[src/uhr_pkg.sv]
`timescale 1ns / 1ps

package uhr_pkg;

  // Fixed field widths of the request and result channels
  localparam int OP_WIDTH    = 2;
  localparam int VALUE_WIDTH = 32;

  // Defaults for the top-level parameters
  localparam int DEF_HISTORY_DEPTH = 16;
  localparam int DEF_ENTRY_WIDTH   = 32;

  typedef enum logic [OP_WIDTH-1:0] {
    OP_ADD  = 2'd0,
    OP_UNDO = 2'd1,
    OP_REDO = 2'd2,
    OP_READ = 2'd3
  } op_e;

  // ST_FETCH: a request waits on the RAM read, result register empty
  // ST_HOLD : result register full, nothing in flight
  // ST_BOTH : result register full and a request waiting behind it
  typedef enum logic [1:0] {
    ST_IDLE,
    ST_FETCH,
    ST_HOLD,
    ST_BOTH
  } state_e;

  typedef struct packed {
    logic accept;    // take the request on the input side this cycle
    logic load_out;  // move the waiting request into the result register
  } ctrl_cmd_t;

endpackage

[src/uhr_ram.sv]
`timescale 1ns / 1ps

module uhr_ram #(
  parameter int WIDTH = 32,
  parameter int DEPTH = 16
) (
  input  logic                     clk_i,
  input  logic                     we_i,
  input  logic [$clog2(DEPTH)-1:0] waddr_i,
  input  logic [WIDTH-1:0]         wdata_i,
  input  logic                     re_i,
  input  logic [$clog2(DEPTH)-1:0] raddr_i,
  output logic [WIDTH-1:0]         rdata_o
);

  logic [WIDTH-1:0] mem_q [DEPTH];
  logic [WIDTH-1:0] rdata_q;

  always_ff @(posedge clk_i) begin
    if (we_i) begin
      mem_q[waddr_i] <= wdata_i;
    end
    if (re_i) begin
      rdata_q <= mem_q[raddr_i];
    end
  end

  assign rdata_o = rdata_q;

endmodule

[src/uhr_ctrl.sv]
`timescale 1ns / 1ps

module uhr_ctrl
  import uhr_pkg::*;
(
  input  logic      clk_i,
  input  logic      rst_ni,
  input  logic      in_valid_i,
  output logic      in_ready_o,
  output logic      out_valid_o,
  input  logic      out_ready_i,
  output ctrl_cmd_t cmd_o
);

  state_e state_q, state_d;

  always_ff @(posedge clk_i or negedge rst_ni) begin
    if (!rst_ni) begin
      state_q <= ST_IDLE;
    end else begin
      state_q <= state_d;
    end
  end

  always_comb begin
    state_d = state_q;
    unique case (state_q)
      ST_IDLE: begin
        if (in_valid_i) state_d = ST_FETCH;
      end
      ST_FETCH: begin
        state_d = in_valid_i ? ST_BOTH : ST_HOLD;
      end
      ST_HOLD: begin
        if (out_ready_i) begin
          state_d = in_valid_i ? ST_FETCH : ST_IDLE;
        end else if (in_valid_i) begin
          state_d = ST_BOTH;
        end
      end
      ST_BOTH: begin
        if (out_ready_i) state_d = in_valid_i ? ST_BOTH : ST_HOLD;
      end
      default: state_d = ST_IDLE;
    endcase
  end

  always_comb begin
    in_ready_o     = 1'b0;
    out_valid_o    = 1'b0;
    cmd_o.load_out = 1'b0;
    unique case (state_q)
      ST_IDLE: begin
        in_ready_o = 1'b1;
      end
      ST_FETCH: begin
        in_ready_o     = 1'b1;
        cmd_o.load_out = 1'b1;
      end
      ST_HOLD: begin
        in_ready_o  = 1'b1;
        out_valid_o = 1'b1;
      end
      ST_BOTH: begin
        in_ready_o     = out_ready_i;
        out_valid_o    = 1'b1;
        cmd_o.load_out = out_ready_i;
      end
      default: ;
    endcase
    cmd_o.accept = in_valid_i & in_ready_o;
  end

endmodule

[src/uhr_datapath.sv]
`timescale 1ns / 1ps

module uhr_datapath
  import uhr_pkg::*;
#(
  parameter int HISTORY_DEPTH = DEF_HISTORY_DEPTH,
  parameter int ENTRY_WIDTH   = DEF_ENTRY_WIDTH
) (
  input  logic                   clk_i,
  input  logic                   rst_ni,
  input  ctrl_cmd_t              cmd_i,
  input  logic [OP_WIDTH-1:0]    operation_i,
  input  logic [VALUE_WIDTH-1:0] entry_value_i,
  output logic [VALUE_WIDTH-1:0] current_value_o,
  output logic                   can_undo_o,
  output logic                   can_redo_o
);

  localparam int PtrW = $clog2(HISTORY_DEPTH);
  localparam logic [PtrW-1:0] LastPos = PtrW'(HISTORY_DEPTH - 1);

  logic [PtrW-1:0] cur_q, cur_d, old_q, old_d, new_q, new_d;
  logic [PtrW-1:0] cur_next, cur_prev, old_next;
  logic            zero_wr_q, zero_wr_d;
  logic            is_add;

  logic                   pend_add_q, pend_blank_q, pend_undo_q, pend_redo_q;
  logic [ENTRY_WIDTH-1:0] pend_wval_q;
  logic [ENTRY_WIDTH-1:0] wdata, rdata, sel_val;
  logic [VALUE_WIDTH-1:0] value_q, value_ext;
  logic                   undo_q, redo_q;

  // Fit the request value to the stored width, and the stored value to the result
  if (ENTRY_WIDTH <= VALUE_WIDTH) begin : g_narrow
    assign wdata     = entry_value_i[ENTRY_WIDTH-1:0];
    assign value_ext = {{(VALUE_WIDTH - ENTRY_WIDTH){1'b0}}, sel_val};
  end else begin : g_wide
    assign wdata     = {{(ENTRY_WIDTH - VALUE_WIDTH){1'b0}}, entry_value_i};
    assign value_ext = sel_val[VALUE_WIDTH-1:0];
  end

  assign cur_next = (cur_q == LastPos) ? '0 : cur_q + 1'b1;
  assign cur_prev = (cur_q == '0) ? LastPos : cur_q - 1'b1;
  assign old_next = (old_q == LastPos) ? '0 : old_q + 1'b1;

  always_comb begin
    cur_d  = cur_q;
    old_d  = old_q;
    new_d  = new_q;
    is_add = 1'b0;
    unique case (op_e'(operation_i))
      OP_ADD: begin
        is_add = 1'b1;
        cur_d  = cur_next;
        new_d  = cur_next;
        if (cur_next == old_q) old_d = old_next;
      end
      OP_UNDO: begin
        if (cur_q != old_q) cur_d = cur_prev;
      end
      OP_REDO: begin
        if (cur_q != new_q) cur_d = cur_next;
      end
      OP_READ: ;
      default: ;
    endcase
    zero_wr_d = zero_wr_q | (is_add & (cur_next == '0));
  end

  always_ff @(posedge clk_i or negedge rst_ni) begin
    if (!rst_ni) begin
      cur_q     <= '0;
      old_q     <= '0;
      new_q     <= '0;
      zero_wr_q <= 1'b0;
    end else if (cmd_i.accept) begin
      cur_q     <= cur_d;
      old_q     <= old_d;
      new_q     <= new_d;
      zero_wr_q <= zero_wr_d;
    end
  end

  uhr_ram #(
    .WIDTH (ENTRY_WIDTH),
    .DEPTH (HISTORY_DEPTH)
  ) u_ram (
    .clk_i   (clk_i),
    .we_i    (cmd_i.accept & is_add),
    .waddr_i (cur_next),
    .wdata_i (wdata),
    .re_i    (cmd_i.accept & ~is_add),
    .raddr_i (cur_d),
    .rdata_o (rdata)
  );

  // Slot zero reads as cleared until the first add lands there
  always_ff @(posedge clk_i) begin
    if (cmd_i.accept) begin
      pend_add_q   <= is_add;
      pend_wval_q  <= wdata;
      pend_blank_q <= (cur_d == '0) & ~zero_wr_q;
      pend_undo_q  <= cur_d != old_d;
      pend_redo_q  <= cur_d != new_d;
    end
  end

  always_comb begin
    if (pend_add_q) begin
      sel_val = pend_wval_q;
    end else if (pend_blank_q) begin
      sel_val = '0;
    end else begin
      sel_val = rdata;
    end
  end

  always_ff @(posedge clk_i) begin
    if (cmd_i.load_out) begin
      value_q <= value_ext;
      undo_q  <= pend_undo_q;
      redo_q  <= pend_redo_q;
    end
  end

  assign current_value_o = value_q;
  assign can_undo_o      = undo_q;
  assign can_redo_o      = redo_q;

endmodule

[src/undo_redo_history_ring.sv]
// Undo/redo history ring: a circular history of HISTORY_DEPTH entries with
// oldest, current and newest positions. Each request carries an operation
// (add, undo, redo, read) and, for add, the value of the new entry; each
// request returns exactly one result with the entry now current and the
// can_undo / can_redo flags. Add discards any redo entries and drops the
// oldest entry once the ring is full. Requests are taken one per cycle
// while the result side is not stalled; a result passes through the
// registered read port of the history RAM and then into the result
// register. At most one request waits behind a held result, so a stalled
// output side stops the input side after one further request. Slot zero
// reads as cleared after reset through a single written flag, so there is
// no clearing pass and the block is ready straight out of reset.
`timescale 1ns / 1ps

module undo_redo_history_ring
  import uhr_pkg::*;
#(
  parameter int HISTORY_DEPTH = DEF_HISTORY_DEPTH,
  parameter int ENTRY_WIDTH   = DEF_ENTRY_WIDTH
) (
  input  logic                   clk_i,
  input  logic                   rst_ni,
  // request side
  input  logic                   in_valid_i,
  output logic                   in_ready_o,
  input  logic [OP_WIDTH-1:0]    operation_i,
  input  logic [VALUE_WIDTH-1:0] entry_value_i,
  // result side
  output logic                   out_valid_o,
  input  logic                   out_ready_i,
  output logic [VALUE_WIDTH-1:0] current_value_o,
  output logic                   can_undo_o,
  output logic                   can_redo_o
);

  ctrl_cmd_t cmd;

  // Controller: track the request in flight and the held result, and
  // decide when to take a request and when to advance the result register.
  uhr_ctrl u_ctrl (
    .clk_i       (clk_i),
    .rst_ni      (rst_ni),
    .in_valid_i  (in_valid_i),
    .in_ready_o  (in_ready_o),
    .out_valid_o (out_valid_o),
    .out_ready_i (out_ready_i),
    .cmd_o       (cmd)
  );

  // Datapath: pointers, history RAM and result register. Pointers advance
  // as the request is taken, so the next request sees them at once.
  uhr_datapath #(
    .HISTORY_DEPTH (HISTORY_DEPTH),
    .ENTRY_WIDTH   (ENTRY_WIDTH)
  ) u_datapath (
    .clk_i           (clk_i),
    .rst_ni          (rst_ni),
    .cmd_i           (cmd),
    .operation_i     (operation_i),
    .entry_value_i   (entry_value_i),
    .current_value_o (current_value_o),
    .can_undo_o      (can_undo_o),
    .can_redo_o      (can_redo_o)
  );

endmodule

[config.mk]
export PLATFORM = sky130hd
export DESIGN_NAME = undo_redo_history_ring
export DESIGN_NICKNAME = d
export VERILOG_FILES = /design/src/uhr_pkg.sv /design/src/uhr_ram.sv /design/src/uhr_ctrl.sv /design/src/uhr_datapath.sv /design/src/undo_redo_history_ring.sv
export SDC_FILE = /design/constraint.sdc
export NUM_CORES = 1
export LEC_CHECK = 0
export ABC_CLOCK_PERIOD_IN_PS = 3500
export BUFFER_PORTS_ARGS = -buffer_cell sky130_fd_sc_hd__buf_2
export CORE_ASPECT_RATIO = 0.75
export CORE_UTILIZATION = 40
export DETAILED_ROUTE_END_ITERATION = 10
export SYNTH_ARGS = -nofsm -noshare
export SYNTH_HDL_FRONTEND = slang
export SYNTH_SLANG_ARGS = --single-unit
[constraint.sdc]
create_clock -name clk_i -period 3.5 [get_ports clk_i]
set_input_delay 0.35 -clock clk_i [delete_from_list [all_inputs] [get_ports clk_i]]
set_output_delay 0.35 -clock clk_i [all_outputs]
set_load 0.05 [all_outputs]
==> results.py <==
metrics = {
    "placed_design": {
        "postPlaceCellArea_um2": 26700,
        "io_buffers": 73,
        "dpl.cell_count": 2257,
        "place_hpwl_um": 30300,
        "gp_congestion": 0.789,
        "dp_slack_ps": 232,
    },
    "drt": {
        "wire_per_inst_um": 24.1,
        "vias": 12872,
        "viasPerCell": 5.44,
        "drtIter0Drc": 1090,
        "dr.pass1.iters": 5,
        "drcViolationCount": 0,
        "postRouteAntennaNets": 0,
        "routed_wl_um": 56900,
    },
    "final_layout": {
        "layout-area-overhead-vs-synth_pct": 14.9,
        "seqCellArea_um2": 18800,
        "fillers": 5087,
        "nets": 1566,
        "fin_cells": 2367,
        "drive_above_1_share_pct": 21.8,
        "multi_input_area_um2": 5810,
        "finalInstanceArea_um2": 28700,
        "post-route-util_pct": 47.0,
    },
    "timing": {
        "worst_pin_slew_ps": 632,
        "rsz0062_at_grt": "no",
        "timing.hold.ws_ps": 103,
        "max_freq_ghz": 0.305,
        "slew_headroom_pct": 57.7,
        "final.setup_skew_ps": 16.5,
        "period_share_pct": 93.8,
        "hold_viol_final": 0,
        "drv_slew": 0,
        "period_needed_ps": 3280,
        "setup-violations-final": 0,
        "layout_setup_ws_ps": 218,
        "setup-tns-final_ps": 0,
    },
    "synth": {
        "synth_compound_area_share_pct": 7.25,
        "yosys-top-cells-area": "edfxtp_1 74%, mux2i_1 7.9%, mux2_2 3.1%",
        "yosys_warnings": 0,
        "netlist_instances": 1417,
        "synth_edf_count": 614,
        "synth_top_family_by_area": "multiplexers",
        "synth.avg_cell_area_um2": 17.6,
        "async_reset_ff_share_pct": 2.38,
        "synth_fp_nets": 1462,
        "yosys.area_share.adder_pct": 0.351,
        "yosys.area_share.simple_pct": 3.07,
        "muxShareOfSynthArea_pct": 11.0,
        "ys_seq_area_share_pct": 75.4,
        "synth_top_area_cell": "edfxtp_1",
        "yosysTopAreaCellShare_pct": 73.9,
        "yosys_register_bits": 629,
        "synthDistinctLibCells": 55,
        "synth_ff_type": "edfxtp_1",
        "synthXorXnorAreaFrac_pct": 0.903,
        "netlist_area_um2": 24900,
    },
    "global_route": {
        "top_usage_layer": "met2",
        "grt_use_total_pct": 18.0,
        "grt_max_degree": 97,
        "grt.met2_usage_pct": 27.8,
        "grt_use_met1_pct": 26.3,
        "globalRouteOverflowTotal": 0,
        "grt_pass1_vias": 12733,
        "grt_pass1_wl_um": 84200,
        "antenna_found_initial": 3,
        "use_met3_pct": 3.51,
    },
    "floorplan": {
        "initial_utilization_pct": 40.9,
        "row_count": 78,
        "core-area_um2": 61000,
        "dieArea_um2": 63400,
        "die_y_um": 218,
        "io_pins": 74,
        "die_w_um": 290,
    },
    "hold_path": {
        "hold_path_class": "primary input to flop",
    },
    "cts": {
        "clk_latency_ps": 620,
        "cts_sinks": 629,
        "tritoncts": "done",
        "path_clk_slew_ps": 70,
        "post_cts_buffers": 0,
        "clock_path_buffers": 3,
        "h-tree-depth": 2,
        "clockRootBuffer": "clkbuf_16",
        "cts_buffers": 59,
    },
    "setup_path": {
        "slowest_stage": "dfrtp_1",
        "crit_type": "flop to flop",
        "crit_required_ps": 3850,
        "end_kind": "flop",
        "crit_arrival_ps": 3630,
        "worstPathMaxFanout": 32,
        "path_cells": "buf_4, xnor2_1, nand4_1, o2111ai_1, o211a_4, buf_12, mux2_2, o21ai_0, a221oi_2",
        "cp-start-kind": "flop",
        "critPathMaxStageDelay_ps": 400,
    },
    "power_and_ir_drop": {
        "ir_worst_vdd_v": 0.000585,
        "p_leak_nw": 9.76,
        "power.density_nw_per_um2": 824,
        "finalPower_mw": 23.6,
    },
    "outcome": {
        "outcome": "finished clean",
    },
    "run": {
        "cap_violations": 0,
    },
}
## final cells by class
class                      instances  area share [%]
sequential                       629            65.6
multi-input combinational        698            20.3
clock buffer                      71            5.46
timing repair buffer             126            3.91
tap                              800            3.49
clock inverter                    35            1.12
inverter                           7          0.0917
antenna                            1         0.00873
## worst max-delay path: cells and delay by family (launching register included)
kind,cells,cell delay [ps]
xor gates and xnor gates,1,210
muxes,1,360
DFF,1,400
AOI/OAI and AO/OA,4,1280
buffers and inverters,2,470
and+or+nand+nor,1,260
## flip-flops by register name, summed over array words and instances, names as in the netlist
signal,flops
u_datapath.u_ram.rdata_o,32
u_datapath.current_value_o,32
u_datapath.pend_blank_q,1
u_datapath.pend_add_q,1
u_datapath.u_ram.mem_q,512
u_datapath.can_redo_o,1
u_datapath.zero_wr_q,1
u_datapath.old_q,4
u_datapath.can_undo_o,1
u_datapath.cur_q,4
u_datapath.pend_wval_q,32
u_datapath.pend_redo_q,1
u_datapath.new_q,4
u_ctrl.state_q,2
u_datapath.pend_undo_q,1
## cells by family (layout without fill, tap and decap cells)
family	count (synthesis)	in the layout
other	0	1
AND/OR/NAND/NOR	174	174
XOR/XNOR	24	24
multiplexers	265	265
AO/OA/AOI/OAI	228	228
buffers and inverters	90	239
flip-flops	629	629
adder cells (fa/ha/maj)	7	7
## path summary, 6_finish.rpt
check,from,to,slack (ps),depth (start not counted)
max,u_datapath.cur_q[0],u_datapath.u_ram.rdata_o[7],220,9
min,entry_value_i[28],u_datapath.u_ram.mem_q[6][28],100,1
max reg2reg,u_datapath.cur_q[0],u_datapath.u_ram.rdata_o[7],220,9
min reg2reg,u_datapath.pend_redo_q,u_datapath.can_redo_o,420,0
max in group asynchronous,rst_ni,u_datapath.cur_q[2],3010,2
min in group asynchronous,rst_ni,u_datapath.old_q[2],190,2
## power by group
| part | switching (mW) | total, mW | internal [mW] |
|---|---|---|---|
| clock network | 2.74 | 6.29 | 3.55 |
| registers | 0.249 | 9.24 | 8.99 |
| logic | 4.81 | 8.10 | 3.29 |
## cells in the final DEF (no fill, tap or decap), types with 5 or more instances in the layout
cell,n
edfxtp_1,614
a22oi_1,64
xnor2_1,18
buf_2,73
clkbuf_1,10
inv_1,6
buf_12,28
nor2_4,19
nand2_1,115
buf_4,22
nor2_1,5
o21ai_0,72
a22o_1,31
nand2b_1,7
bufinv_16,5
mux2_2,69
clkinv_1,13
a221oi_2,31
dfrtp_1,14
ha_1,7
clkbuf_16,61
mux2i_1,196
clkinv_2,9
## what timing repair did
item,4_1_cts,5_1_grt
endpoints found under the hold margin,17,0
resized for setup,0,2
setup endpoints to repair,0,4
hold buffers,3,0
## routing by layer
layer  up-vias  routed length (µm)
met5         -                  27
met4         4                 861
met3        75                3800
met2       380               25700
met1      6604               26500
li1       5809                   -
## synth_stat cells (4+ instances only)
cell and number:
mux2i_1 196, nand2b_1 7, buf_4 14, clkbuf_1 17, buf_1 8, a22oi_1 64, xnor2_1 18, ha_1 7
dfrtp_1 15, nand2_1 115, mux2_2 69, xor2_1 4, o21ai_0 73, buf_6 9, a211oi_1 4, edfxtp_1 614
buf_2 35, a22o_1 31, inv_1 7, nor2_1 24, a221oi_2 31
(Power assumes the default switching activity.)
